### config.mk
export PLATFORM = sky130hd
export DESIGN_NAME = gcode_line_word_parser
export DESIGN_NICKNAME = d
export VERILOG_FILES = /design/src/rtl/core/glp_pkg.sv /design/src/rtl/core/glp_step.sv /design/src/rtl/core/gcode_line_word_parser.sv
export SDC_FILE = /design/constraint.sdc
export NUM_CORES = 1
export LEC_CHECK = 0
export BUFFER_PORTS_ARGS = -buffer_cell sky130_fd_sc_hd__buf_2
export CAP_MARGIN = 15
export CORE_UTILIZATION = 67
export DETAILED_ROUTE_END_ITERATION = 7
export PLACE_DENSITY = 0.86
export SLEW_MARGIN = 40
export SYNTH_ARGS = -nofsm -noshare
export SYNTH_HDL_FRONTEND = slang
export SYNTH_SLANG_ARGS = --single-unit
### constraint.sdc
create_clock -name clk -period 19.7 [get_ports clk]
set_input_delay 2.955 -clock clk [delete_from_list [all_inputs] [get_ports clk]]
set_output_delay 2.955 -clock clk [all_outputs]
set_load 0.03 [all_outputs]
### src/rtl/core/glp_pkg.sv
// shared types, constants and helpers of the g-code line word parser
package glp_pkg;

  localparam int FRACTION_DIGITS = 3;
  localparam int VALUE_WIDTH     = 32;
  localparam int NUM_AXES        = 4;
  localparam int CHAR_W          = 8;
  localparam int ACC_W           = VALUE_WIDTH - 1;
  localparam int FC_W            = $clog2(FRACTION_DIGITS + 1);
  localparam int POW_W           = 24;
  localparam int SUM_W           = VALUE_WIDTH + POW_W;
  localparam int OUT_BITS        = 4 + NUM_AXES * VALUE_WIDTH;
  localparam int OUT_W           = ((OUT_BITS + 7) / 8) * 8;

  // output word layout
  localparam int OUT_ST_LSB   = 0;
  localparam int OUT_MODE_BIT = 3;
  localparam int OUT_VAL_LSB  = 4;

  localparam logic [ACC_W-1:0] ACC_MAX = '1;

  typedef logic [CHAR_W-1:0]             char_t;
  typedef logic [2:0]                    status_t;
  typedef logic [1:0]                    axis_t;
  typedef logic signed [VALUE_WIDTH-1:0] value_t;
  typedef value_t [NUM_AXES-1:0]         value_set_t;

  localparam status_t ST_UNDEF = 3'd0;
  localparam status_t ST_OK    = 3'd1;
  localparam status_t ST_G_ERR = 3'd2;
  localparam status_t ST_X_ERR = 3'd3;

  localparam axis_t AX_X = 2'd0;
  localparam axis_t AX_Y = 2'd1;
  localparam axis_t AX_Z = 2'd2;
  localparam axis_t AX_F = 2'd3;

  localparam char_t CH_NUL    = 8'h00;
  localparam char_t CH_SPACE  = 8'h20;
  localparam char_t CH_LPAREN = 8'h28;
  localparam char_t CH_MINUS  = 8'h2D;
  localparam char_t CH_DOT    = 8'h2E;
  localparam char_t CH_0      = 8'h30;
  localparam char_t CH_9      = 8'h39;
  localparam char_t CH_F      = 8'h46;
  localparam char_t CH_G      = 8'h47;
  localparam char_t CH_X      = 8'h58;
  localparam char_t CH_Y      = 8'h59;
  localparam char_t CH_Z      = 8'h5A;
  localparam char_t CH_LO_A   = 8'h61;
  localparam char_t CH_LO_Z   = 8'h7A;
  localparam char_t CH_CASE   = 8'h20;

  typedef enum logic [3:0] {
    PH_START   = 4'd0,
    PH_MAIN    = 4'd1,
    PH_G9      = 4'd2,
    PH_G0      = 4'd3,
    PH_NSPACE  = 4'd4,
    PH_NFIRST  = 4'd5,
    PH_NDIGITS = 4'd6,
    PH_IGNORE  = 4'd7
  } phase_t;

  typedef struct packed {
    phase_t           phase;
    axis_t            axis_sel;
    logic             negative;
    logic             in_fraction;
    logic [FC_W-1:0]  frac_cnt;
    logic [ACC_W-1:0] acc;
    status_t          line_status;
    logic             mode;
  } glp_state_t;

  localparam glp_state_t STATE_INIT = '{
    phase:       PH_START,
    axis_sel:    AX_X,
    negative:    1'b0,
    in_fraction: 1'b0,
    frac_cnt:    '0,
    acc:         '0,
    line_status: ST_UNDEF,
    mode:        1'b0
  };

  function automatic logic [POW_W-1:0] pow_ten(input int n);
    logic [POW_W-1:0] p;
    p = POW_W'(1);
    for (int i = 0; i < n; i++) begin
      p = POW_W'(p * 10);
    end
    return p;
  endfunction

endpackage

### src/rtl/core/glp_step.sv
// per-character next-state logic of the g-code line word parser
module glp_step import glp_pkg::*; (
  input  glp_state_t st,
  input  value_set_t vals,
  input  char_t      ch,
  input  logic       eol,
  output glp_state_t st_nxt,
  output value_set_t vals_nxt,
  output logic       emit
);

  typedef struct packed {
    phase_t  phase;
    logic    set_ok;
    logic    err_en;
    status_t err_code;
    logic    start_num;
    logic    do_digit;
    logic    set_frac;
    logic    set_neg;
    logic    commit;
    logic    set_mode;
  } glp_ctl_t;

  glp_ctl_t         ctl;
  char_t            ch_up;
  logic             is_digit;
  logic             word_g;
  logic             word_hit;
  axis_t            word_sel;
  logic             fin;
  logic [3:0]       dig;
  logic [POW_W-1:0] frac_w;
  logic             frac_room;
  logic [SUM_W-1:0] int_sum;
  logic [SUM_W-1:0] frac_sum;
  logic [SUM_W-1:0] dig_sum;
  logic [ACC_W-1:0] acc_dig;
  logic [ACC_W-1:0] acc1;
  logic             neg1;
  axis_t            sel1;

  function automatic value_t to_value(input logic [ACC_W-1:0] a, input logic neg);
    value_t v;
    v = value_t'({1'b0, a});
    return neg ? -v : v;
  endfunction

  assign ch_up    = (ch >= CH_LO_A && ch <= CH_LO_Z) ? char_t'(ch - CH_CASE) : ch;
  assign is_digit = (ch >= CH_0) && (ch <= CH_9);
  assign word_g   = (ch_up == CH_G);
  assign fin      = eol || (ch == CH_NUL);
  assign emit     = fin;
  assign dig      = ch[3:0];

  always_comb begin
    word_hit = 1'b1;
    word_sel = AX_X;
    case (ch_up)
      CH_X:    word_sel = AX_X;
      CH_Y:    word_sel = AX_Y;
      CH_Z:    word_sel = AX_Z;
      CH_F:    word_sel = AX_F;
      default: word_hit = 1'b0;
    endcase
  end

  // phase and control decisions
  always_comb begin
    ctl          = '0;
    ctl.phase    = st.phase;
    ctl.err_code = ST_G_ERR;
    case (st.phase)
      PH_START: begin
        ctl.set_ok = 1'b1;
        if (ch == CH_LPAREN) begin
          ctl.phase = PH_IGNORE;
        end else if (word_g) begin
          ctl.phase = PH_G9;
        end else if (ch != CH_SPACE) begin
          ctl.phase = PH_MAIN;
          if (word_hit) begin
            ctl.start_num = 1'b1;
            ctl.phase     = PH_NSPACE;
          end
        end
      end
      PH_MAIN: begin
        if (word_g) begin
          ctl.err_en = 1'b1;
          ctl.phase  = PH_IGNORE;
        end else if (word_hit) begin
          ctl.start_num = 1'b1;
          ctl.phase     = PH_NSPACE;
        end
      end
      PH_G9: begin
        if (ch == CH_9) begin
          ctl.phase = PH_G0;
        end else begin
          ctl.err_en = 1'b1;
          ctl.phase  = PH_IGNORE;
        end
      end
      PH_G0: begin
        if (ch == CH_0) begin
          ctl.set_mode = 1'b1;
          ctl.phase    = PH_MAIN;
        end else begin
          ctl.err_en = 1'b1;
          ctl.phase  = PH_IGNORE;
        end
      end
      PH_NSPACE, PH_NFIRST: begin
        if (st.phase == PH_NSPACE && ch == CH_SPACE) begin
          ctl.phase = PH_NSPACE;
        end else if (st.phase == PH_NSPACE && ch == CH_MINUS) begin
          ctl.set_neg = 1'b1;
          ctl.phase   = PH_NFIRST;
        end else if (is_digit) begin
          ctl.do_digit = 1'b1;
          ctl.phase    = PH_NDIGITS;
        end else begin
          ctl.err_en   = 1'b1;
          ctl.err_code = status_t'(ST_X_ERR + {1'b0, st.axis_sel});
          ctl.phase    = PH_IGNORE;
        end
      end
      PH_NDIGITS: begin
        if (is_digit) begin
          ctl.do_digit = 1'b1;
        end else if (ch == CH_DOT) begin
          ctl.set_frac = 1'b1;
        end else begin
          ctl.commit = 1'b1;
          ctl.phase  = PH_MAIN;
          if (word_g) begin
            ctl.err_en = 1'b1;
            ctl.phase  = PH_IGNORE;
          end else if (word_hit) begin
            ctl.start_num = 1'b1;
            ctl.phase     = PH_NSPACE;
          end
        end
      end
      default: begin
        ctl.phase = st.phase;
      end
    endcase
  end

  // digit arithmetic
  always_comb begin
    frac_w = '0;
    for (int k = 0; k < FRACTION_DIGITS; k++) begin
      if (st.frac_cnt == FC_W'(k)) begin
        frac_w = pow_ten(FRACTION_DIGITS - 1 - k);
      end
    end
    frac_room = (st.frac_cnt < FC_W'(FRACTION_DIGITS));
    int_sum   = SUM_W'({st.acc, 3'b000}) + SUM_W'({st.acc, 1'b0})
              + SUM_W'(POW_W'(dig) * pow_ten(FRACTION_DIGITS));
    frac_sum  = SUM_W'(st.acc) + SUM_W'(POW_W'(dig) * frac_w);
    if (!st.in_fraction) begin
      dig_sum = int_sum;
    end else if (frac_room) begin
      dig_sum = frac_sum;
    end else begin
      dig_sum = SUM_W'(st.acc);
    end
    acc_dig = (dig_sum > SUM_W'(ACC_MAX)) ? ACC_MAX : dig_sum[ACC_W-1:0];
  end

  // state and value updates
  always_comb begin
    sel1 = ctl.start_num ? word_sel : st.axis_sel;
    acc1 = ctl.start_num ? '0 : (ctl.do_digit ? acc_dig : st.acc);
    neg1 = ctl.start_num ? 1'b0 : (st.negative | ctl.set_neg);

    st_nxt          = st;
    st_nxt.phase    = ctl.phase;
    st_nxt.axis_sel = sel1;
    st_nxt.acc      = acc1;
    st_nxt.negative = neg1;
    st_nxt.mode     = st.mode | ctl.set_mode;
    if (ctl.start_num) begin
      st_nxt.in_fraction = 1'b0;
      st_nxt.frac_cnt    = '0;
    end else begin
      st_nxt.in_fraction = st.in_fraction | ctl.set_frac;
      if (ctl.do_digit && st.in_fraction && frac_room) begin
        st_nxt.frac_cnt = FC_W'(st.frac_cnt + 1'b1);
      end
    end
    if (ctl.err_en) begin
      st_nxt.line_status = ctl.err_code;
    end else if (ctl.set_ok) begin
      st_nxt.line_status = ST_OK;
    end

    vals_nxt = vals;
    if (ctl.commit) begin
      vals_nxt[st.axis_sel] = to_value(st.acc, st.negative);
    end

    // end of line
    if (fin) begin
      case (ctl.phase)
        PH_START: st_nxt.line_status = ST_OK;
        PH_NSPACE, PH_NFIRST, PH_NDIGITS: vals_nxt[sel1] = to_value(acc1, neg1);
        PH_G9, PH_G0: st_nxt.line_status = ST_G_ERR;
        default: st_nxt.line_status = st_nxt.line_status;
      endcase
      st_nxt.phase       = PH_START;
      st_nxt.negative    = 1'b0;
      st_nxt.in_fraction = 1'b0;
      st_nxt.frac_cnt    = '0;
      st_nxt.acc         = '0;
    end
  end

endmodule

### src/rtl/core/gcode_line_word_parser.sv
// top level of the g-code line word parser
//
//   channel  dir  handshake           payload
//   in_      in   tvalid/tready       tdata: char_code, tuser: command, tlast: end_of_line
//   out_     out  tvalid/tready       tdata: status, mode_code, x, y, z, feed values
//
// one item per cycle while in_tready is high: each character updates the parse state in the cycle it is taken
// a result is shown in the cycle after the item that ends the line is taken
// in_tready drops only while the output register holds a result not yet taken
// rst_n (synchronous) returns the parse state, values, mode and status to zero
module gcode_line_word_parser import glp_pkg::*; (
  input  logic              clk,
  input  logic              rst_n,
  input  logic              in_tvalid,
  output logic              in_tready,
  input  logic [CHAR_W-1:0] in_tdata,   // [7:0] char_code
  input  logic              in_tuser,   // [0] command
  input  logic              in_tlast,
  output logic              out_tvalid,
  input  logic              out_tready,
  output logic [OUT_W-1:0]  out_tdata   // status, mode_code, x, y, z, feed_value, zero pad
);

  glp_state_t       state_r;
  glp_state_t       state_nxt;
  value_set_t       vals_r;
  value_set_t       vals_nxt;
  logic             emit;
  logic             accept;
  logic             out_valid_r;
  logic             out_valid_nxt;
  logic [OUT_W-1:0] out_data_r;
  logic [OUT_W-1:0] out_data_nxt;

  glp_step u_step (
    .st       (state_r),
    .vals     (vals_r),
    .ch       (in_tdata),
    .eol      (in_tlast),
    .st_nxt   (state_nxt),
    .vals_nxt (vals_nxt),
    .emit     (emit)
  );

  assign in_tready  = !out_valid_r || out_tready;
  assign accept     = in_tvalid && in_tready;
  assign out_tvalid = out_valid_r;
  assign out_tdata  = out_data_r;

  always_comb begin
    out_data_nxt = '0;
    out_data_nxt[OUT_ST_LSB +: 3] = state_nxt.line_status;
    out_data_nxt[OUT_MODE_BIT]    = state_nxt.mode;
    for (int a = 0; a < NUM_AXES; a++) begin
      out_data_nxt[OUT_VAL_LSB + a * VALUE_WIDTH +: VALUE_WIDTH] = vals_nxt[a];
    end
    if (accept && !in_tuser && emit) begin
      out_valid_nxt = 1'b1;
    end else if (out_tready) begin
      out_valid_nxt = 1'b0;
    end else begin
      out_valid_nxt = out_valid_r;
    end
  end

  always_ff @(posedge clk) begin
    if (!rst_n) begin
      state_r     <= STATE_INIT;
      vals_r      <= '0;
      out_valid_r <= 1'b0;
    end else begin
      out_valid_r <= out_valid_nxt;
      if (accept) begin
        if (in_tuser) begin
          state_r <= STATE_INIT;
          vals_r  <= '0;
        end else begin
          state_r <= state_nxt;
          vals_r  <= vals_nxt;
        end
      end
    end
  end

  always_ff @(posedge clk) begin
    if (accept && !in_tuser && emit) begin
      out_data_r <= out_data_nxt;
    end
  end

endmodule

Word level (Yosys, flattened, before mapping) --
Index checks and enable logic that the tools add are counted.
Storage, ports and cells: bits of input ports 14, output and inout port bits 138, logic and storage cells 172, flip-flop bits (word level) 306
Operators by class: $mul 2, $lt $le $gt $ge 10, bitwise gates (word level) 3, equal/unequal tests 25, add/subtract/negate cells 8, reduce and logical (&&, ||, !) cells 26, muxes and demuxes 84
Operators with widths (number):
- 128-bit two-way mux | 4
- 128-bit bitwise mux | 2
- 32-bit demux with 2-bit select | 2
- 32-bit two-way mux | 4
- 56-bit two-way mux | 2
- 31-bit two-way mux | 3
- 31-bit negator with 32-bit output | 2
- 56-bit by 14-bit adder with 56-bit output | 1
- 56-bit by 31-bit > comparator with 1-bit output, second input constant | 1
- 8-bit by 6-bit equality test with 1-bit output, second input constant | 6
- 4-bit two-way mux | 12
- 45-bit two-way mux | 1
- 8-bit by 7-bit equality test with 1-bit output, second input constant | 5
- 38-bit two-way mux | 1
- 34-bit by 32-bit adder with 35-bit output | 1
- 31-bit by 28-bit adder with 32-bit output | 1
- 1-bit two-way mux | 32
- 4-bit by 3-bit equality test with 1-bit output, second input constant | 6
- 3-bit two-way mux | 8
- 4-bit case mux with 6 select lines | 1
- 7-bit two-way mux | 3
- 4-bit by 2-bit equality test with 1-bit output, second input constant | 4
- 1-bit logical AND | 11
- 4-bit by 7-bit multiplier with 11-bit output | 1
- other kinds (34) | 44

Longest topological paths before layout --
depth in word-level cells 20, depth in mapped cells 34, mapped depth without buffers 32

Hierarchy --
From an unflattened synthesis, not the netlist that was laid out.
Unflattened totals: cell total of the unflattened synthesis 2703, area, all modules 22993.3 sq um
By module, submodules not included:
- gcode_line_word_parser | times used 1, area each 11642.4 sq um, cells an instance 913, sequential area each 7447.1 sq um
- glp_step | times used 1, area each 11350.9 sq um, cells an instance 1790, sequential area each 0.0 sq um

Worst setup path before layout --
Ideal clock, no wire load.
kind input port to flip-flop, start input port out_tready, end register out_data_r[0] (netlist: out_tdata[0]) (enable), cell stages on the path 6, arrival 9437 ps, library setup time 626 ps, path slack 9638 ps, required time 19074 ps, buffers on the path 2, cell sequence nand2b_1 -> and2_1 -> nand2b_1 -> clkbuf_1 -> clkbuf_1 -> nor2_1
On the way: longest elaborated chain between the ends 4
Ends and longest elaborated chain:
- start: declaration | RTL line gcode_line_word_parser.sv:20 | input logic out_tready,
- 1-bit logical OR | RTL line gcode_line_word_parser.sv:45 | assign in_tready = !out_valid_r || out_tready;
- 1-bit logical AND | RTL line gcode_line_word_parser.sv:46 | assign accept = in_tvalid && in_tready;
- 1-bit logical AND (2 in a row) | RTL line gcode_line_word_parser.sv:86 | if (accept && !in_tuser && emit) begin
- end signal: assignment | RTL line gcode_line_word_parser.sv:87 | out_data_r <= out_data_nxt;
- end: declaration | RTL line gcode_line_word_parser.sv:32 | logic [OUT_W-1:0] out_data_r;
No other way between the ends. A chain may end at the register's enable or synchronous reset.

==> flow_summary.json <==
{
  "status": "completed",
  "cts_tree": "yes",
  "fmax_mhz": 92.4,
  "cts.sinks": 306,
  "irDropWorstVdd_v": 0.0000670,
  "drt-initial-drc-count": 2681,
  "drive_gt1_frac": 0.113,
  "dieWidth_um": 181,
  "wl_per_cell_um": 21.9,
  "cts.repair.resized": 0,
  "period_needed_ns": 10.82,
  "min_path_type": "flop to flop",
  "cts_buffers": 28,
  "grt_util_all_layers": 0.392,
  "drv_cap": 0,
  "required_ns": 19.97,
  "final.setup.tns_ns": 0,
  "crit_path_start": "in_tdata[1]",
  "detail-route-antenna-nets": 0,
  "core_area_sq_um": 31600,
  "worstPathMaxFanout": 16,
  "yosysSeqAreaShare": 0.347,
  "syn_area_per_cell_sq_um": 8.36,
  "tightest_slew_ns": 0.959,
  "crit_path_max_incr_delay_ns": 0.58,
  "min-delay-start": "vals_r[114]",
  "crit_slowest_cell": "xnor2_1",
  "ys_warn_count": 0,
  "rsz0062_at_grt": "false",
  "end_kind": "flop",
  "drcViolationCount": 0,
  "multi_input_area_sq_um": 13100,
  "min_period_over_period": 0.549,
  "finalWorstSetupSlack_ns": 8.88,
  "hold_viol": 0,
  "fp-row-count": 65,
  "grt_max_degree": 89,
  "path_clk_slew_ns": 0.06,
  "antenna_found_initial": 0,
  "cts_htree_levels": 1,
  "layout_commonest_cell": "nand2_1",
  "overflow": 0,
  "post_cts_buffers": 0,
  "leakage_uw": 0.00852,
  "clock_latency_ns": 0.56,
  "syn2layout_area_growth_pct": 8.08,
  "grt_pass1_wl_mm": 104,
  "finalMaxSlewViolations": 0,
  "synth-main-ff-cell": "dfxtp_1",
  "setup_viol": 0,
  "r2r-start": "state_r[36]",
  "p_per_area_nw_per_um2": 58.0,
  "die_area_sq_um": 32800,
  "gp_congestion": 0.927,
  "first_global_vias": 19600,
  "crit_top_cell": "a21oi_1",
  "first_pass_iters": 6,
  "fp.dieH_um": 181,
  "cts_buffer_depth": 3,
  "start_util": 0.680,
  "slew_headroom": 0.359,
  "ioPinCount": 152,
  "dp_hpwl_mm": 46.5,
  "netlist_area_sq_um": 21500,
  "worstSetupStartpointType": "input port",
  "fillers": 2417,
  "synthArstFlopShare": 0,
  "holdBufCountCts": 0,
  "synth_edf_count": 132,
  "io_buffers": 147,
  "nets": 2724,
  "place_ws_ns": 8.40,
  "worst_ep_arrival_time_ns": 11.09,
  "hold_slack_ns": 0.469,
  "reg2reg_depth": 29,
  "totalWireLength_mm": 65.9,
  "whs_path_depth": 2,
  "seqCellArea_sq_um": 7450,
  "clockRootBuffer": "clkbuf_16",
  "ys_types": 106,
  "finClkSkew_ns": 0.0133,
  "route.vias.total": 20700,
  "mostFrequentLayoutCells": "nand2_1 (382), o21ai_0 (281), dfxtp_1 (173)",
  "critPathKind": "input port to flop",
  "netlist_instances": 2569,
  "avgViaCountPerCell": 6.86,
  "synth_seq_cells": 306,
  "diodes": 0
}
-- critical path, delay by kind of cell --
kind	cells	cell delay [ns]
AND/OR/NAND/NOR	7	2.16
buffers and inverters	4	0.62
AO/OA/AOI/OAI	14	2.83
adder cells (fa/ha/maj)	5	1.81
XOR/XNOR	2	0.68
-- layout make-up --
type | count | share of cell area
Sequential cell | 306 | 0.321
Tap cell | 402 | 0.0217
Clock buffer | 32 | 0.0318
Multi-Input combinational cell | 2003 | 0.566
Clock inverter | 20 | 0.00728
Inverter | 81 | 0.0131
Timing Repair Buffer | 171 | 0.0396
-- power breakdown --
group          leakage (uW)  internal [uW]  switching [uW]  total, uW
clock              0.000439            297             250        546
combinational       0.00543           42.0            91.0        133
sequential          0.00265            665            2.55        667
total               0.00852           1000             343       1350
-- flip-flops by register name (all words and copies together) (netlist names) --
name        flops
out_tdata     132
vals_r        128
state_r        45
out_tvalid      1
-- synth_stat cells, types with 35 or more instances --
library cell / instances / share of area
nor3_1: 46 / 0.011
nor2b_1: 48 / 0.014
o221ai_1: 72 / 0.029
nor2_1: 142 / 0.025
xnor2_1: 69 / 0.028
o21ai_0: 282 / 0.066
a21oi_1: 137 / 0.032
o211ai_1: 107 / 0.037
and2_1: 52 / 0.015
xor2_1: 61 / 0.025
dfxtp_1: 174 / 0.16
edfxtp_1: 132 / 0.18
clkbuf_1: 159 / 0.028
nand2_1: 388 / 0.068
a22oi_1: 35 / 0.012
ha_1: 103 / 0.060
inv_1: 81 / 0.014
-- through the flow --
stage / util / area, sq um / power, uW / std cells
2_1_floorplan: - / 21500 / 775 / 2572
3_3_place_gp: 0.704 / 22200 / 809 / 2961
3_5_place_dp: 0.706 / 22300 / 812 / 2963
4_1_cts: 0.735 / 23200 / 1340 / 3015
5_1_grt: 0.735 / 23200 / 1380 / 3015
6_report: 0.735 / 23200 / 1350 / 3015
-- metal layers --
layer | track usage | up-vias | wire (um)
met3 | 0.0522 | 217 | 6420
met5 | 0 | - | 0
met1 | 0.508 | 9735 | 25700
li1 | - | 9458 | -
met4 | 0.162 | 0 | 2700
met2 | 0.661 | 1284 | 31100
-- cells by family after synthesis --
logic type / synth area share
AO/OA/AOI/OAI: 0.281
XOR/XNOR: 0.0594
adder cells (fa/ha/maj): 0.0749
buffers and inverters: 0.0485
flip-flops: 0.347
multiplexers: 0.00484
other: 0.000175
AND/OR/NAND/NOR: 0.184
-- path summary, 6_finish.rpt --
path | endpoint | slack (ns)
max reg2reg | out_tdata[57] | 11.03
min reg2reg | vals_r[114] | 0.47
max | out_tdata[22] | 8.88
min | vals_r[114] | 0.47
Note: power is estimated with default switching activity, not from simulation.
